## config.mk

```make
export PLATFORM = sky130hd
export DESIGN_NAME = salru_row_upd
export DESIGN_NICKNAME = d
export VERILOG_FILES = /design/src/design/set_assoc_index_lru_ranks_top_defines.svh /design/src/design/salru_pkg.sv /design/src/design/salru_row_upd.sv
export SDC_FILE = /design/constraint.sdc
export NUM_CORES = 1
export LEC_CHECK = 0
export BUFFER_PORTS_ARGS = -buffer_cell sky130_fd_sc_hd__buf_4
export CAP_MARGIN = 20
export CORE_UTILIZATION = 49
export DETAILED_ROUTE_END_ITERATION = 12
export PLACE_DENSITY = 0.91
export RECOVER_POWER = 100
export SLEW_MARGIN = 20
export SYNTH_ARGS = -nofsm -noshare
export SYNTH_HDL_FRONTEND = slang
export SYNTH_SLANG_ARGS = --single-unit
```

## constraint.sdc

```tcl
create_clock -name vclk -period 4.6
set_input_delay 0 -clock vclk [all_inputs]
set_output_delay 0 -clock vclk [all_outputs]
set_load 0.05 [all_outputs]
```

## src/design/set_assoc_index_lru_ranks_top_defines.svh

```systemverilog
// Assertion macros for the set-associative LRU rank index.
`ifndef SET_ASSOC_INDEX_LRU_RANKS_TOP_DEFINES_SVH
`define SET_ASSOC_INDEX_LRU_RANKS_TOP_DEFINES_SVH

// Same-cycle implication, checked on clk_i outside reset.
`define SALRU_ASSERT_NOW(lbl, ante, cons, msg) \
  lbl: assert property (@(posedge clk_i) disable iff (!rst_ni) (ante) |-> (cons)) \
    else $error(msg);

// Next-cycle implication, checked on clk_i outside reset.
`define SALRU_ASSERT_NEXT(lbl, ante, cons, msg) \
  lbl: assert property (@(posedge clk_i) disable iff (!rst_ni) (ante) |=> (cons)) \
    else $error(msg);

`endif

```

## src/design/salru_pkg.sv

```systemverilog
// Types and constants shared by the set-associative LRU rank index.
`default_nettype none

package salru_pkg;

  localparam int unsigned NUM_WAYS     = 8;
  localparam int unsigned RANK_BITS    = 3;
  localparam int unsigned TAG_BITS     = 8;
  localparam int unsigned WAY_W        = 3;
  localparam int unsigned HASH_W       = 32;
  localparam int unsigned NUM_SETS_DEF = 1024;

  localparam logic [RANK_BITS-1:0] TOP_RANK  = RANK_BITS'(NUM_WAYS - 1);
  localparam logic [WAY_W-1:0]     LAST_WAY  = WAY_W'(NUM_WAYS - 1);
  localparam logic [TAG_BITS-1:0]  TAG_ONES  = '1;

  typedef enum logic [1:0] {
    ACT_READ    = 2'd0,
    ACT_UPDATE  = 2'd1,
    ACT_DISCARD = 2'd2
  } action_e;

  typedef enum logic [1:0] {
    ST_CLEAR = 2'd0,
    ST_IDLE  = 2'd1,
    ST_LOOK  = 2'd2,
    ST_EMIT  = 2'd3
  } state_e;

  typedef struct packed {
    logic [1:0]          action;
    logic [HASH_W-1:0]   hash;
    logic [WAY_W-1:0]    way;
    logic [TAG_BITS-1:0] tag;
  } in_beat_t;

  typedef struct packed {
    logic [WAY_W-1:0]     out_way;
    logic [TAG_BITS-1:0]  out_tag;
    logic [RANK_BITS-1:0] out_rank;
    logic                 status;
    logic                 last;
  } out_beat_t;

  typedef struct packed {
    logic [NUM_WAYS-1:0][TAG_BITS-1:0]  tags;
    logic [NUM_WAYS-1:0][RANK_BITS-1:0] ranks;
  } row_t;

  typedef struct packed {
    row_t row;
    logic ignored;
  } upd_t;

endpackage

`default_nettype wire

```

## src/design/salru_row_upd.sv

```systemverilog
// Set row modify: update promotes a way to top rank, discard demotes it to rank 0 (ignored if already at rank 0).
`default_nettype none

module salru_row_upd (
  input  salru_pkg::row_t             row_i,
  input  logic                        discard_i,
  input  logic [salru_pkg::WAY_W-1:0] way_i,
  input  logic [salru_pkg::TAG_BITS-1:0] tag_i,
  output salru_pkg::upd_t             upd_o
);
  import salru_pkg::*;

  logic [RANK_BITS-1:0] cut;

  assign cut = row_i.ranks[way_i];

  always_comb begin
    upd_o.row     = row_i;
    upd_o.ignored = 1'b0;
    if (!discard_i) begin
      upd_o.row.tags[way_i] = tag_i;
      if (cut != TOP_RANK) begin
        for (int i = 0; i < NUM_WAYS; i++) begin
          if (row_i.ranks[i] > cut) begin
            upd_o.row.ranks[i] = row_i.ranks[i] - RANK_BITS'(1);
          end else if (row_i.ranks[i] == cut) begin
            upd_o.row.ranks[i] = TOP_RANK;
          end
        end
      end
    end else if (cut == '0) begin
      upd_o.ignored = 1'b1;
    end else begin
      upd_o.row.tags[way_i] = TAG_ONES;
      for (int i = 0; i < NUM_WAYS; i++) begin
        if (row_i.ranks[i] < cut) begin
          upd_o.row.ranks[i] = row_i.ranks[i] + RANK_BITS'(1);
        end else if (row_i.ranks[i] == cut) begin
          upd_o.row.ranks[i] = '0;
        end
      end
    end
  end

endmodule

`default_nettype wire

```

==> results.sh <==
export IMPL_initial_core_util=0.5225
export IMPL_seq_area_sq_um=0
export IMPL_portBuffers=189
export IMPL_clkbuf_count=0
export IMPL_avgRoutedWirePerCell_um=18.25
export IMPL_finalCritPeriodShare=0.8262
export IMPL_drc=0
export IMPL_seq_cells=0
export IMPL_slew_viol_final=0
export IMPL_design_power_total_w=0.0009610
export IMPL_worstPathMaxFanout=13
export IMPL_boundaryPins=189
export IMPL_finalCriticalPeriod_ns=3.800
export IMPL_grt_pass1_vias=3962
export IMPL_avgSynthCellArea_sq_um=6.312
export IMPL_area_delta_synth_final_pct=38.29
export IMPL_switching_share=0.6998
export IMPL_cp_data_arrival_time_ns=3.80
export IMPL_grt_util_all_layers=0.3757
export IMPL_synth_area_leaders="ha_1 17%, a21oi_1 14%, nor2_1 9.9%"
export IMPL_cts_post_setup_buffers_inserted=0
export IMPL_diodes=0
export IMPL_intPower_w=0.0002885
export IMPL_pwr_share_clk=0
export IMPL_first_iter_violations=420
export IMPL_slew_headroom=0.2786
export IMPL_drt_wl_total_um=12900
export IMPL_synth_top_area_share=0.1698
export IMPL_cts_resized=0
export IMPL_synth_mux_area_frac=0.09041
export IMPL_synth_fp_nets=607
export IMPL_crit_path_start_kind="input port"
export IMPL_drive_gt1_frac=0.2079
export IMPL_dp_hpwl_um=9865
export IMPL_finalNetCount=777
export IMPL_rows=27
export IMPL_grt_max_degree=37
export IMPL_cp_required_ns=4.60
export IMPL_end_kind="primary output"
export IMPL_postRouteAntennaNets=0
export IMPL_netSwitchingPower_w=0.0006725
export IMPL_synth_most_common_cell="a21oi_1"
export IMPL_yosysWarnings=0
export IMPL_syn_inst=467
export IMPL_synth_xor_area_frac=0.002971
export IMPL_finalSetupViolCount=0
export IMPL_drt_pass1_iterations=5
export IMPL_fmax_mhz=263.1
export IMPL_peakVddDrop_mv=0.2050
export IMPL_yosys_area_share_simple=0.2759
export IMPL_via_per_inst=6.345
export IMPL_hp_class="input port to primary output"
export IMPL_powerDensity_nw_per_um2=235.8
export IMPL_synth_distinct_cells=45
export IMPL_ys_top_cells_by_count="82 x a21oi_1, 78 x nor2_1, 40 x ha_1"
export IMPL_gp_congestion=0.9479
export IMPL_die_x_um=79.56
export IMPL_power_leakage_nw=1.898
export IMPL_fin_tns_setup_ns=0
export IMPL_synth_top_family_by_area="compound AO/OA/AOI/OAI gates"
export IMPL_path_class="input port to primary output"
export IMPL_cap_violations=0
export IMPL_yosysTopAreaCell="ha_1"
export IMPL_antenna_found_initial=0
export IMPL_synthAdderAreaFrac=0.1698
export IMPL_holdBufCountCts=0
export IMPL_seqPwrFrac=0
export IMPL_pwr_share_comb=1.000
export IMPL_grt_pass1_wl_um=19100
export IMPL_yosysSeqAreaShare=0
export IMPL_vias=4486
export IMPL_gr_total_overflow=0
export IMPL_synthesis_area_sq_um=2948
export IMPL_fillers=536
export IMPL_core_area_sq_um=5642
export IMPL_die_area_sq_um=6330
export IMPL_rsz0062_at_grt="no"
export IMPL_synth_compound_area_frac=0.3807
export IMPL_hold_violations=0
export IMPL_outcome="completed"
export IMPL_tightest_slew_ns=1.052
export IMPL_min_path_cells=4
export IMPL_die_y_um=79.56
## critical path, cell delays in order
cell and delay, ns:
buf_4 0.18, mux4_2 0.52, mux2i_1 0.84, ha_1 0.41, nor2b_1 0.15, o21ai_0 0.23
nor2b_1 0.44, nand3_1 0.15, a221oi_1 0.28, a311o_1 0.15, clkbuf_1 0.46
## layer usage
metal,part of all wire,wire length (um),global-route usage,vias up
li1,-,-,-,2089
met5,0,0,0,-
met4,0.013,170,0.08727,0
met3,0.10,1307,0.05371,19
met1,0.40,5207,0.4905,2079
met2,0.48,6215,0.6436,299
## final cells by class
cell class,count,area (sq um),area share
repair buffers,193,1179,0.2891
well taps,72,90.09,0.02210
inverters,28,105.1,0.02578
multi-input cells,414,2703,0.6630
## power by group through the flow
stage / sequential, W / combinational [W] / clock (W)
after floorplan: 0 / 0.000704 / 0
after global placement: 0 / 0.000980 / 0
after detailed placement: 0 / 0.00100 / 0
after CTS: 0 / 0.00101 / 0
after global routing: 0 / 0.00102 / 0
final: 0 / 0.000961 / 0
## layout by cell type (no fill, tap or decap), types with 3 or more instances in the layout
cell,n
buf_4,121
a21oi_1,82
nor2_1,78
clkbuf_1,72
ha_1,40
nand2_1,32
inv_1,27
nand3_1,25
o21ai_0,19
nor2b_1,15
a31oi_1,13
and3_1,10
a21boi_0,8
a311o_1,8
nand2b_1,7
a41o_1,7
o221ai_1,7
mux4_2,6
mux2i_1,6
o21ai_1,6
a211oi_1,5
nor3_1,4
mux2_2,4
o2bb2ai_1,4
a221o_1,4
nor3b_1,3
a221oi_1,3
a32oi_1,3
o22ai_1,3
o211ai_1,3
## per-stage QoR
step / hold WS, ns / cells / utilization / setup WS (ns) / cell area [sq um]
floorplan: 0.2776 / 467 / - / 1.017 / 2948
CTS: 0.3999 / 707 / 0.7720 / 1.294 / 4355
finish: 0.4234 / 707 / 0.7226 / 0.7995 / 4076
global route: 0.4301 / 707 / 0.7226 / 0.5486 / 4076
global placement: 0.4017 / 707 / 0.7720 / 1.440 / 4355
detailed placement: 0.3996 / 707 / 0.7720 / 1.288 / 4355
## final timing paths
kind | start | to | slack [ns]
min | row_i[49] | upd_o[50] | 0.42
max | way_i[0] | upd_o[15] | 0.80
## kinds of logic (layout without fill, tap and decap cells)
logic type / count (synthesis) / count (layout)
AO/OA/AOI/OAI: 178 / 178
buffers and inverters: 53 / 221
adder cells (fa/ha/maj): 40 / 40
multiplexers: 17 / 17
XOR/XNOR: 1 / 1
AND/OR/NAND/NOR: 178 / 178
Power figures use the tool's default switching activity.
